## config.mk

```make
export PLATFORM = sky130hd
export DESIGN_NAME = button_press_classifier_core
export DESIGN_NICKNAME = d
export VERILOG_FILES = /design/src/hdl/bpc_pkg.sv /design/src/hdl/bpc_cfg_regs.sv /design/src/hdl/bpc_in_reg.sv /design/src/hdl/bpc_classify.sv /design/src/hdl/bpc_out_reg.sv /design/src/hdl/button_press_classifier_core.sv
export SDC_FILE = /design/constraint.sdc
export NUM_CORES = 1
export LEC_CHECK = 0
export BUFFER_PORTS_ARGS = -buffer_cell sky130_fd_sc_hd__buf_2
export CORE_MARGIN = 2
export CORE_UTILIZATION = 52
export DETAILED_ROUTE_END_ITERATION = 8
export GPL_ROUTABILITY_DRIVEN = 0
export PLACE_DENSITY = 0.88
export SKIP_CTS_REPAIR_TIMING = 1
export SYNTH_ARGS = -nofsm -noshare
export SYNTH_HDL_FRONTEND = slang
export SYNTH_SLANG_ARGS = --single-unit
```

## constraint.sdc

```tcl
create_clock -name aclk -period 2.6 [get_ports aclk]
set_clock_uncertainty 0.15 [all_clocks]
set_input_delay 0.13 -clock aclk [delete_from_list [all_inputs] [get_ports aclk]]
set_output_delay 0.13 -clock aclk [all_outputs]
set_load 0.02 [all_outputs]
```

## src/hdl/bpc_pkg.sv

```systemverilog
// shared types, constants and helpers for the button press classifier
package bpc_pkg;

    // width of the elapsed-time counters
    localparam int TIME_WIDTH = 16;
    // width of the millisecond configuration registers
    localparam int MS_WIDTH   = 16;
    // common width for comparing counters against register values
    localparam int CMP_WIDTH  = (TIME_WIDTH > MS_WIDTH) ? TIME_WIDTH : MS_WIDTH;

    // apb port geometry
    localparam int APB_ADDR_WIDTH = 4;
    localparam int APB_DATA_WIDTH = 32;

    typedef logic [TIME_WIDTH-1:0] time_t;
    typedef logic [MS_WIDTH-1:0]   ms_t;
    typedef logic [CMP_WIDTH-1:0]  cmp_t;

    localparam time_t TIME_MAX = {TIME_WIDTH{1'b1}};

    // register indexes, taken from paddr[3:2]
    typedef enum logic [1:0] {
        REG_DEBOUNCE      = 2'd0,
        REG_LONG_PRESS    = 2'd1,
        REG_DOUBLE_WINDOW = 2'd2,
        REG_PRESS_LEVEL   = 2'd3
    } reg_idx_t;

    // register reset values
    localparam ms_t  DEBOUNCE_RESET      = ms_t'(50);
    localparam ms_t  LONG_PRESS_RESET    = '0;
    localparam ms_t  DOUBLE_WINDOW_RESET = '0;
    localparam logic PRESS_LEVEL_RESET   = 1'b0;

    // input item kinds
    localparam logic ACTION_TICK = 1'b0;
    localparam logic ACTION_EDGE = 1'b1;

    // result codes
    typedef enum logic [1:0] {
        KIND_SINGLE = 2'd0,
        KIND_DOUBLE = 2'd1,
        KIND_LONG   = 2'd2
    } press_kind_t;

    // configuration seen by the classifier
    typedef struct packed {
        ms_t  debounce_ms;
        ms_t  long_press_ms;
        ms_t  double_window_ms;
        logic press_level;
    } cfg_t;

    // one registered input item
    typedef struct packed {
        logic action;
        logic pin_level;
    } item_t;

    // result of one classification step
    typedef struct packed {
        logic        valid;
        press_kind_t kind;
    } res_t;

    // saturating increment of a time counter
    function automatic time_t sat_inc(input time_t v);
        return (v == TIME_MAX) ? v : time_t'(v + time_t'(1));
    endfunction

endpackage

```

## src/hdl/bpc_cfg_regs.sv

```systemverilog
// apb configuration registers of the button press classifier
module bpc_cfg_regs (
    input  logic                                 aclk,
    input  logic                                 aresetn,
    input  logic                                 psel,
    input  logic                                 penable,
    input  logic                                 pwrite,
    input  logic [bpc_pkg::APB_ADDR_WIDTH-1:0]   paddr,
    input  logic [bpc_pkg::APB_DATA_WIDTH-1:0]   pwdata,
    output logic [bpc_pkg::APB_DATA_WIDTH-1:0]   prdata,
    output logic                                 pready,
    output bpc_pkg::cfg_t                        cfg
);
    import bpc_pkg::*;

    cfg_t     cfg_reg;
    cfg_t     cfg_next;
    reg_idx_t idx;
    logic     wr_en;

    assign idx    = reg_idx_t'(paddr[3:2]);
    assign pready = 1'b1;
    assign wr_en  = psel & penable & pwrite & pready;
    assign cfg    = cfg_reg;

    // register write decode
    always_comb begin
        cfg_next = cfg_reg;
        if (wr_en) begin
            unique case (idx)
                REG_DEBOUNCE:      cfg_next.debounce_ms      = pwdata[MS_WIDTH-1:0];
                REG_LONG_PRESS:    cfg_next.long_press_ms    = pwdata[MS_WIDTH-1:0];
                REG_DOUBLE_WINDOW: cfg_next.double_window_ms = pwdata[MS_WIDTH-1:0];
                REG_PRESS_LEVEL:   cfg_next.press_level      = pwdata[0];
                default:           cfg_next = cfg_reg;
            endcase
        end
    end

    always_ff @(posedge aclk) begin
        if (!aresetn) begin
            cfg_reg.debounce_ms      <= DEBOUNCE_RESET;
            cfg_reg.long_press_ms    <= LONG_PRESS_RESET;
            cfg_reg.double_window_ms <= DOUBLE_WINDOW_RESET;
            cfg_reg.press_level      <= PRESS_LEVEL_RESET;
        end else begin
            cfg_reg <= cfg_next;
        end
    end

    // register read mux
    always_comb begin
        unique case (idx)
            REG_DEBOUNCE:      prdata = APB_DATA_WIDTH'(cfg_reg.debounce_ms);
            REG_LONG_PRESS:    prdata = APB_DATA_WIDTH'(cfg_reg.long_press_ms);
            REG_DOUBLE_WINDOW: prdata = APB_DATA_WIDTH'(cfg_reg.double_window_ms);
            REG_PRESS_LEVEL:   prdata = APB_DATA_WIDTH'(cfg_reg.press_level);
            default:           prdata = '0;
        endcase
    end

endmodule

```

## src/hdl/bpc_in_reg.sv

```systemverilog
// input register stage of the button press classifier
module bpc_in_reg (
    input  logic           aclk,
    input  logic           aresetn,
    input  logic           s_tvalid,
    output logic           s_tready,
    input  bpc_pkg::item_t s_item,
    input  logic           advance,
    output logic           item_valid,
    output bpc_pkg::item_t item
);
    import bpc_pkg::*;

    logic  valid_reg;
    item_t item_reg;
    logic  accept;

    // take a new item when empty or when the held one moves on
    assign s_tready   = !valid_reg || advance;
    assign accept     = s_tvalid && s_tready;
    assign item_valid = valid_reg;
    assign item       = item_reg;

    always_ff @(posedge aclk) begin
        if (!aresetn) begin
            valid_reg <= 1'b0;
        end else if (s_tready) begin
            valid_reg <= s_tvalid;
        end
    end

    // payload needs no reset
    always_ff @(posedge aclk) begin
        if (accept) begin
            item_reg <= s_item;
        end
    end

endmodule

```

## src/hdl/bpc_classify.sv

```systemverilog
// press classification state and next-state logic
module bpc_classify (
    input  logic           aclk,
    input  logic           aresetn,
    input  bpc_pkg::cfg_t  cfg,
    input  logic           step,
    input  bpc_pkg::item_t item,
    output bpc_pkg::res_t  res
);
    import bpc_pkg::*;

    time_t since_edge_reg,    since_edge_next;
    time_t since_press_reg,   since_press_next;
    logic  press_pending_reg, press_pending_next;
    ms_t   window_left_reg,   window_left_next;
    logic  window_armed_reg,  window_armed_next;

    logic  bounced;
    logic  is_long;

    // edge filter and long-press test
    assign bounced = cmp_t'(since_edge_reg) < cmp_t'(cfg.debounce_ms);
    assign is_long = (cfg.long_press_ms != '0) &&
                     (cmp_t'(since_press_reg) > cmp_t'(cfg.long_press_ms));

    // one step of the classifier
    always_comb begin
        since_edge_next    = since_edge_reg;
        since_press_next   = since_press_reg;
        press_pending_next = press_pending_reg;
        window_left_next   = window_left_reg;
        window_armed_next  = window_armed_reg;
        res.valid          = 1'b0;
        res.kind           = KIND_SINGLE;

        if (step) begin
            if (item.action == ACTION_TICK) begin
                // tick: advance counters, run the double-press window
                since_edge_next  = sat_inc(since_edge_reg);
                since_press_next = sat_inc(since_press_reg);
                if (window_armed_reg) begin
                    if (window_left_reg <= ms_t'(1)) begin
                        window_left_next   = '0;
                        window_armed_next  = 1'b0;
                        press_pending_next = 1'b0;
                        res.valid          = 1'b1;
                        res.kind           = KIND_SINGLE;
                    end else begin
                        window_left_next = window_left_reg - ms_t'(1);
                    end
                end
            end else if (!bounced) begin
                // accepted pin edge
                since_edge_next = '0;
                if (item.pin_level == cfg.press_level) begin
                    since_press_next = '0;
                end else if (is_long) begin
                    press_pending_next = 1'b0;
                    res.valid          = 1'b1;
                    res.kind           = KIND_LONG;
                end else if (press_pending_reg) begin
                    press_pending_next = 1'b0;
                    window_armed_next  = 1'b0;
                    window_left_next   = '0;
                    res.valid          = 1'b1;
                    res.kind           = KIND_DOUBLE;
                end else if (cfg.double_window_ms != '0) begin
                    press_pending_next = 1'b1;
                    window_left_next   = cfg.double_window_ms;
                    window_armed_next  = 1'b1;
                end else begin
                    res.valid = 1'b1;
                    res.kind  = KIND_SINGLE;
                end
            end
        end
    end

    always_ff @(posedge aclk) begin
        if (!aresetn) begin
            since_edge_reg    <= '0;
            since_press_reg   <= '0;
            press_pending_reg <= 1'b0;
            window_left_reg   <= '0;
            window_armed_reg  <= 1'b0;
        end else begin
            since_edge_reg    <= since_edge_next;
            since_press_reg   <= since_press_next;
            press_pending_reg <= press_pending_next;
            window_left_reg   <= window_left_next;
            window_armed_reg  <= window_armed_next;
        end
    end

endmodule

```

## src/hdl/bpc_out_reg.sv

```systemverilog
// result register of the button press classifier
module bpc_out_reg (
    input  logic                aclk,
    input  logic                aresetn,
    input  bpc_pkg::res_t       res,
    output logic                free,
    output logic                m_tvalid,
    input  logic                m_tready,
    output bpc_pkg::press_kind_t kind
);
    import bpc_pkg::*;

    logic        valid_reg;
    press_kind_t kind_reg;

    // slot is free when empty or drained this cycle
    assign free     = !valid_reg || m_tready;
    assign m_tvalid = valid_reg;
    assign kind     = kind_reg;

    always_ff @(posedge aclk) begin
        if (!aresetn) begin
            valid_reg <= 1'b0;
        end else if (free) begin
            valid_reg <= res.valid;
        end
    end

    // payload needs no reset
    always_ff @(posedge aclk) begin
        if (free && res.valid) begin
            kind_reg <= res.kind;
        end
    end

endmodule

```

## src/hdl/button_press_classifier_core.sv

```systemverilog
// top level of the button press classifier
//
// Input stream: one item per transfer. s_tuser[0] is the action (0 one
// millisecond tick, 1 pin edge), s_tdata[0] the sampled pin level.
// Output stream: one transfer per classified press, m_tdata[1:0] holds the
// press kind (0 single, 1 double, 2 long). Ticks and edges that finish no
// press give no transfer.
// Configuration: apb registers debounce_ms at 0x0, long_press_ms at 0x4,
// double_window_ms at 0x8, press_level at 0xc; write only while idle.
// Timing: an item waits in the input register until the result register
// is free; then the state update and the result register are written at
// the same clock edge, and the result shows on m_tvalid. One item per
// cycle is sustained while the result register is free.
// A stalled receiver holds the result register; the input register still
// drains items that give no result only while that register is free, so
// s_tready drops once both stages are full.
// Reset (aresetn low, synchronous) clears all counters, the pending press,
// the window and both stages, and restores the register defaults.
module button_press_classifier_core (
    input  logic                                aclk,
    input  logic                                aresetn,
    // input channel
    input  logic                                s_tvalid,
    output logic                                s_tready,
    input  logic [7:0]                          s_tdata,  // [0] pin_level
    input  logic [0:0]                          s_tuser,  // [0] action
    // result channel
    output logic                                m_tvalid,
    input  logic                                m_tready,
    output logic [7:0]                          m_tdata,  // [1:0] press_kind
    // configuration port
    input  logic                                psel,
    input  logic                                penable,
    input  logic                                pwrite,
    input  logic [bpc_pkg::APB_ADDR_WIDTH-1:0]  paddr,
    input  logic [bpc_pkg::APB_DATA_WIDTH-1:0]  pwdata,
    output logic [bpc_pkg::APB_DATA_WIDTH-1:0]  prdata,
    output logic                                pready
);
    import bpc_pkg::*;

    cfg_t        cfg;
    item_t       s_item;
    item_t       item;
    logic        item_valid;
    logic        out_free;
    logic        step;
    res_t        res;
    press_kind_t kind;

    assign s_item.action    = s_tuser[0];
    assign s_item.pin_level = s_tdata[0];

    // held item moves on once the result slot can take its outcome
    assign step = item_valid && out_free;

    assign m_tdata = {6'b0, kind};

    bpc_cfg_regs u_cfg_regs (
        .aclk    (aclk),
        .aresetn (aresetn),
        .psel    (psel),
        .penable (penable),
        .pwrite  (pwrite),
        .paddr   (paddr),
        .pwdata  (pwdata),
        .prdata  (prdata),
        .pready  (pready),
        .cfg     (cfg)
    );

    bpc_in_reg u_in_reg (
        .aclk       (aclk),
        .aresetn    (aresetn),
        .s_tvalid   (s_tvalid),
        .s_tready   (s_tready),
        .s_item     (s_item),
        .advance    (step),
        .item_valid (item_valid),
        .item       (item)
    );

    bpc_classify u_classify (
        .aclk    (aclk),
        .aresetn (aresetn),
        .cfg     (cfg),
        .step    (step),
        .item    (item),
        .res     (res)
    );

    bpc_out_reg u_out_reg (
        .aclk     (aclk),
        .aresetn  (aresetn),
        .res      (res),
        .free     (out_free),
        .m_tvalid (m_tvalid),
        .m_tready (m_tready),
        .kind     (kind)
    );

endmodule
```

# After elaboration in Yosys (flattened, before gate mapping)
# Cells that the tools add are included.
[word_totals]
register_bits = 105
input_bits = 52
out_inout_bits = 43
word_cells = 98
[classes]
addsub = 3
n_lt_le_gt_ge = 3
n_eq_ne = 13
n_mux = 41
n_bitwise = 2
reduce_logical = 22
[op_table]
columns = ["op", "count"]
rows = [
  ["2-to-1 mux 16 bit", 15],
  ["case mux 32 bit (4 select lines)", 1],
  ["adder 16 x 1 -> 16 bit, second input constant", 2],
  ["== test 16 bit, second input constant", 2],
  ["nonzero test 16 bit", 2],
  ["2-to-1 mux 3 bit", 9],
  ["greater-than comparator 16 bit", 1],
  ["less-or-equal comparator 16 x 1 -> 1 bit, second input constant", 1],
  ["< comparator 16 bit", 1],
  ["2-to-1 mux 1 bit", 16],
  ["subtractor 16 x 1 -> 16 bit, second input constant", 1],
  ["inequality test 2 bit, second input constant", 5],
  ["AND reduction 5 bit", 2],
  ["AND reduction 2 bit", 4],
  ["AND reduction 6 bit", 1],
  ["== test 2 bit, second input constant", 2],
  ["logical AND 1 bit", 4],
  ["AND reduction 4 bit", 1],
  ["nonzero test 2 bit", 2],
  ["inequality test 3 x 1 -> 1 bit, second input constant", 1],
  ["AND reduction 3 bit", 1],
  ["AND 1 bit", 2],
  ["== test 2 x 1 -> 1 bit, second input constant", 1],
  ["zero test 1 bit", 2],
  ["other kinds (4)", 5],
]

# Longest topological paths before layout
[depth]
depth_word = 9
mapped_depth = 10
depth_no_buf = 9

# Modules after synthesis
# From an unflattened synthesis, not the netlist that was laid out.
[unflattened]
cells_unflattened = 741
hier_area_um2 = 6311.1
[modules_own_cells]
columns = ["module", "n_inst", "cells_per_inst", "area_each_um2", "seq_area_each_um2"]
rows = [
  ["bpc_classify", 1, 464, 3676.0, 1001.0],
  ["bpc_cfg_regs", 1, 255, 2344.7, 980.9],
  ["bpc_in_reg", 1, 7, 117.6, 80.1],
  ["bpc_out_reg", 1, 7, 117.6, 80.1],
  ["button_press_classifier_core", 1, 8, 55.1, 0.0],
]

# Worst setup path after synthesis
# OpenSTA, ideal clock, no wires.
[synth_timing]
path_type = "reg2reg"
start = "reg u_cfg_regs.cfg_reg (netlist bit u_cfg_regs.cfg[47])"
end = "reg u_out_reg.kind_reg[0], in the netlist u_out_reg.kind[0] (enable)"
setup_time_ps = 366
arrival_ps = 1969
required_time_ps = 2084
path_slack_ps = 115
path_stages_with_launch = 9
path_buffers = 0
synth_period_minus_slack_ps = 2485
cell_sequence = "dfxtp_1 inv_1 ha_1 nand4_1 nor4_2 a311oi_4 nand2_2 a31oi_1 nor4_1"
[synth_between]
elab_chain_len = 5
[synth_rtl]
columns = ["element", "line", "text"]
rows = [
  ["from (decl)", "bpc_cfg_regs.sv:16", "cfg_t cfg_reg;"],
  ["from (signal assigned)", "bpc_cfg_regs.sv:47", "cfg_reg <= cfg_next;"],
  ["< comparator 16 bit", "bpc_classify.sv:22", "assign bounced = cmp_t'(since_edge_reg) < cmp_t'(cfg.debounce_ms);"],
  ["2-to-1 mux 3 bit", "bpc_classify.sv:52", "end else if (!bounced) begin"],
  ["2-to-1 mux 3 bit", "bpc_classify.sv:37", "if (item.action == ACTION_TICK) begin"],
  ["2-to-1 mux 3 bit", "bpc_classify.sv:36", "if (step) begin"],
  ["logical AND 1 bit", "bpc_out_reg.sv:31", "if (free && res.valid) begin"],
  ["to (signal assigned)", "bpc_out_reg.sv:32", "kind_reg <= res.kind;"],
  ["to (decl)", "bpc_out_reg.sv:14", "press_kind_t kind_reg;"],
]
# No other way between the ends.
# A chain may end at the register's enable or synchronous reset.

# Worst setup path in the final report
[layout_timing]
start = "reg u_cfg_regs.cfg_reg (netlist bit u_cfg_regs.cfg[46])"
end = "reg u_classify.window_left_reg[8]"
[layout_between]
elab_chain_len = 3
[layout_rtl]
columns = ["element", "line", "text"]
rows = [
  ["< comparator 16 bit", "bpc_classify.sv:22", ""],
  ["inequality test 2 bit (no line)", "--", ""],
  ["AND reduction 6 bit (no line)", "--", ""],
  ["to (signal assigned)", "bpc_classify.sv:90", "window_left_reg <= window_left_next;"],
  ["to (decl)", "bpc_classify.sv:15", "ms_t window_left_reg, window_left_next;"],
]
# No other way between the ends.

==> metrics.md <==
| Metric | Value |
|---|---|
| Clk buf depth | `2` |
| Std cell rows | `39` |
| FF+latch count, synth | `approximately 110` |
| CP Max Fanout | `7` |
| Max FFs per register | `just under 50` |
| Residual DRC | `5` |
| CTS sink count | `roughly 110` |
| Netlist cell types | `73` |
| Reg2reg start | `u_cfg_regs.cfg[46]` |
| Final hold slack | `-3.25 ps` |
| Leading cell type in the layout, fill and taps excluded | `nand2_1` |
| Vias in the first global route | `about 5300` |
| Synth area leaders | `dfxtp_1, nand2_1, ha_1, a21oi_1, xor2_1` |
| Failing checks | `design-rule violations, negative hold slack, negative setup slack` |
| Achievable frequency | `around 360 MHz` |
| Reg clk slew, reported paths | `roughly 80 ps` |
| Max cap viols | `0` |
| Vias per inst | `~6.2` |
| Pwr dens | `438 mW/mm2` |
| Ys Warns | `0` |
| Register area share after synthesis | `between 30% and 40%` |
| R2r worst-path depth | `10` |
| Initial cell density of the core | `between 50 and 60%` |
| Ys async rst share | `0%` |
| Worst Tran Pin Value | `between 800 and 900 ps` |
| DP Worst Slack | `-9.80 ps` |
| Drt wl/cell | `18.9 um` |
| Worst flop-to-flop path endpoint | `u_classify.window_left_reg[8]` |
| CORE AREA | `0.0115 mm2` |
| CP delay by family, top | `compound AO/OA/AOI/OAI gates` |
| Cell depth of the worst hold path | `3` |
| H-tree lvl count | `3` |
| Clk_lat worst skew | `between 300 and 400 ps` |
| Top FF cell, synth | `dfxtp_1` |
| Count of final setup violators | `12` |
| Worst path max stage delay | `350 ps` |
| DIE HEIGHT | `about 110 um` |
| Min Tclk post-route | `~2800 ps` |
| Die X-Extent | `between 100 and 150 um` |
| Post-Syn Area | `a little over 0.006 mm2` |
| Worst hold start | `m_tready` |
| Maximum VDD drop | `roughly 500 uV` |
| Largest area contributor in the netlist | `dfxtp_1` |
| Status | `complete, but fails checks` |
| CTS tree | `done` |
| Worst Path Arrival | `2840 ps` |
| P&R area growth vs syn | `23.1%` |
| PortBufs | `46` |
| Slowest cell on crit path | `dfxtp_2` |
| Critical Path Source Type | `register` |
| Pwr Total | `3.34 mW` |
| RSZ-0062 raised after global routing | `yes` |
| Fraction of layout cells with a size suffix above 1 | `approximately 24%` |
| Register area | `about 0.0022 mm2` |
| Cells after Synth | `about 780` |
| Most frequent cells in the layout | `nand2_1, dfxtp_1, a21oi_1, nor2_1, buf_4` |
| Final net count | `953` |
| Final period utilization | `107%` |
| Slew margin rel. | `41.9%` |
| Final hold violation count | `1` |
| Total CTS buffers | `9` |
| Die Area | `~0.013 mm2` |
| WS Path Type | `reg2reg` |
| Via count | `6300` |
| CP Buf/Inv Count | `2` |
| Area of the multi-input gates | `between 0.003 and 0.004 mm2` |
| GRT Total Usage | `roughly a quarter` |
| # IOs | `95` |
| Crit-path cells | `inv_1 > ha_1 > nand4_1 > nor3_2 > a311oi_4 > a21oi_2 > a21oi_4 > buf_12 > o211ai_1 > o31ai_1` |
| Number of fillers in the final layout | `892` |
| Setup_tns | `-426 ps` |
| Final ANT Viol Nets | `0` |
| Setup WS post-layout | `-179 ps` |
| Pleak | `roughly 3 nW` |
| CP required | `roughly 2700 ps` |
| Pre-Repair DR Iteration Count | `7` |
| First-pass GRT wire length | `approximately 26 mm` |
| Overflow after GRT | `0` |
| CP Capture Type | `register` |
| Antenna violations before repair | `0` |
| Initial drt markers | `684` |
| DP HPWL | `12.0 mm` |
| Root buffer cell | `clkbuf_16` |
| Endpoint of the worst hold path | `u_out_reg.m_tvalid` |
| Largest net degree at the start of global routing | `46` |
| Post-Syn Area per Cell | `approximately 8 um2` |
| Worst Hold Class | `in2reg` |
| Max Slew Vio Count | `0` |
| Top cell type's share of synthesized area | `between 30% and 40%` |
| Post-synth EDFFs | `4` |
| Antenna fix cells | `0` |
| R2R Setup Slk | `-180 ps` |
| Drt total wl | `roughly 19 mm` |
[how the worst max path moves through the flow]
stage	from	to	slack [ps]	depth (start not counted)
after CTS	u_cfg_regs.cfg[47]	u_classify.window_left_reg[8]	-60	10
after global routing	u_cfg_regs.cfg[46]	u_classify.window_left_reg[8]	-280	10
after global placement	u_cfg_regs.cfg[24]	u_classify.window_armed_reg	40	10
final	u_cfg_regs.cfg[46]	u_classify.window_left_reg[8]	-180	10
after floorplan	u_cfg_regs.cfg[47]	u_out_reg.kind[0]	110	8
after detailed placement	u_cfg_regs.cfg[47]	u_classify.window_left_reg[12]	-10	10
[area by class of cell]
type	count	area share, %
clock inverters	6	0.622
well taps	143	2.34
clock buffers	10	3.13
multi-input cells	589	51.6
repair buffers	119	11.8
flip-flops and latches	105	28.4
inverters	42	2.06
[worst register-to-register path, stage by stage (launching register included)]
cell	delay, ps
dfxtp_2	350
inv_1	60
ha_1	320
nand4_1	280
nor3_2	350
a311oi_4	100
a21oi_2	280
a21oi_4	140
buf_12	170
o211ai_1	300
o31ai_1	140
[cells by family (layout without fill, tap and decap cells)]
group | count (synthesis) | after routing | share of synthesized area (%)
adder cells (fa/ha/maj) | 35 | 35 | 7.05
AND/OR/NAND/NOR | 330 | 330 | 26.3
flip-flops | 105 | 105 | 34.5
other | 2 | 23 | 0.121
buffers and inverters | 103 | 177 | 8.73
XOR/XNOR | 31 | 31 | 4.37
AO/OA/AOI/OAI | 153 | 153 | 16.0
multiplexers | 17 | 17 | 2.94
[cells in the mapped netlist (all sizes together), types with 6 or more instances]
library cell and number:
ha 35, o21ai 23, a221oi 6, a211oi 6, nor3 16, and2 8
clkbuf 24, nor2 55, and3 11, dfxtp 101, nor4 16, or3 7
inv 42, buf 37, o211ai 8, nand4 26, mux2i 16, nand3 30
a21oi 79, xor2 27, nand2 141
[per-stage QoR]
stage / cell area, um2 / utilization [%] / hold slack [ps] / std cells
CTS: 6980 / 60.6 / -203 / 985
floorplan: 6290 / - / 78.9 / 797
global route: 7640 / 66.3 / 26.6 / 1014
global placement: 6690 / 58.1 / 158 / 969
finish: 7640 / 66.3 / -3.25 / 1014
detailed placement: 6690 / 58.1 / 163 / 969
[per-layer routing]
metal	global-route usage, %	vias up	wire [um]	share of wire (%)
met5	0	-	0	0
met4	8.62	0	557	2.9
met3	5.20	63	1680	8.8
met2	41.0	415	9360	49
met1	35.4	2975	7540	39
li1	-	2847	-	-
[power by group]
part	internal, mW	switching, mW	total (mW)
clock	0.691	0.668	1.36
sequential	1.63	0.0174	1.65
combinational	0.121	0.214	0.335
Power figures use the tool's default switching activity.
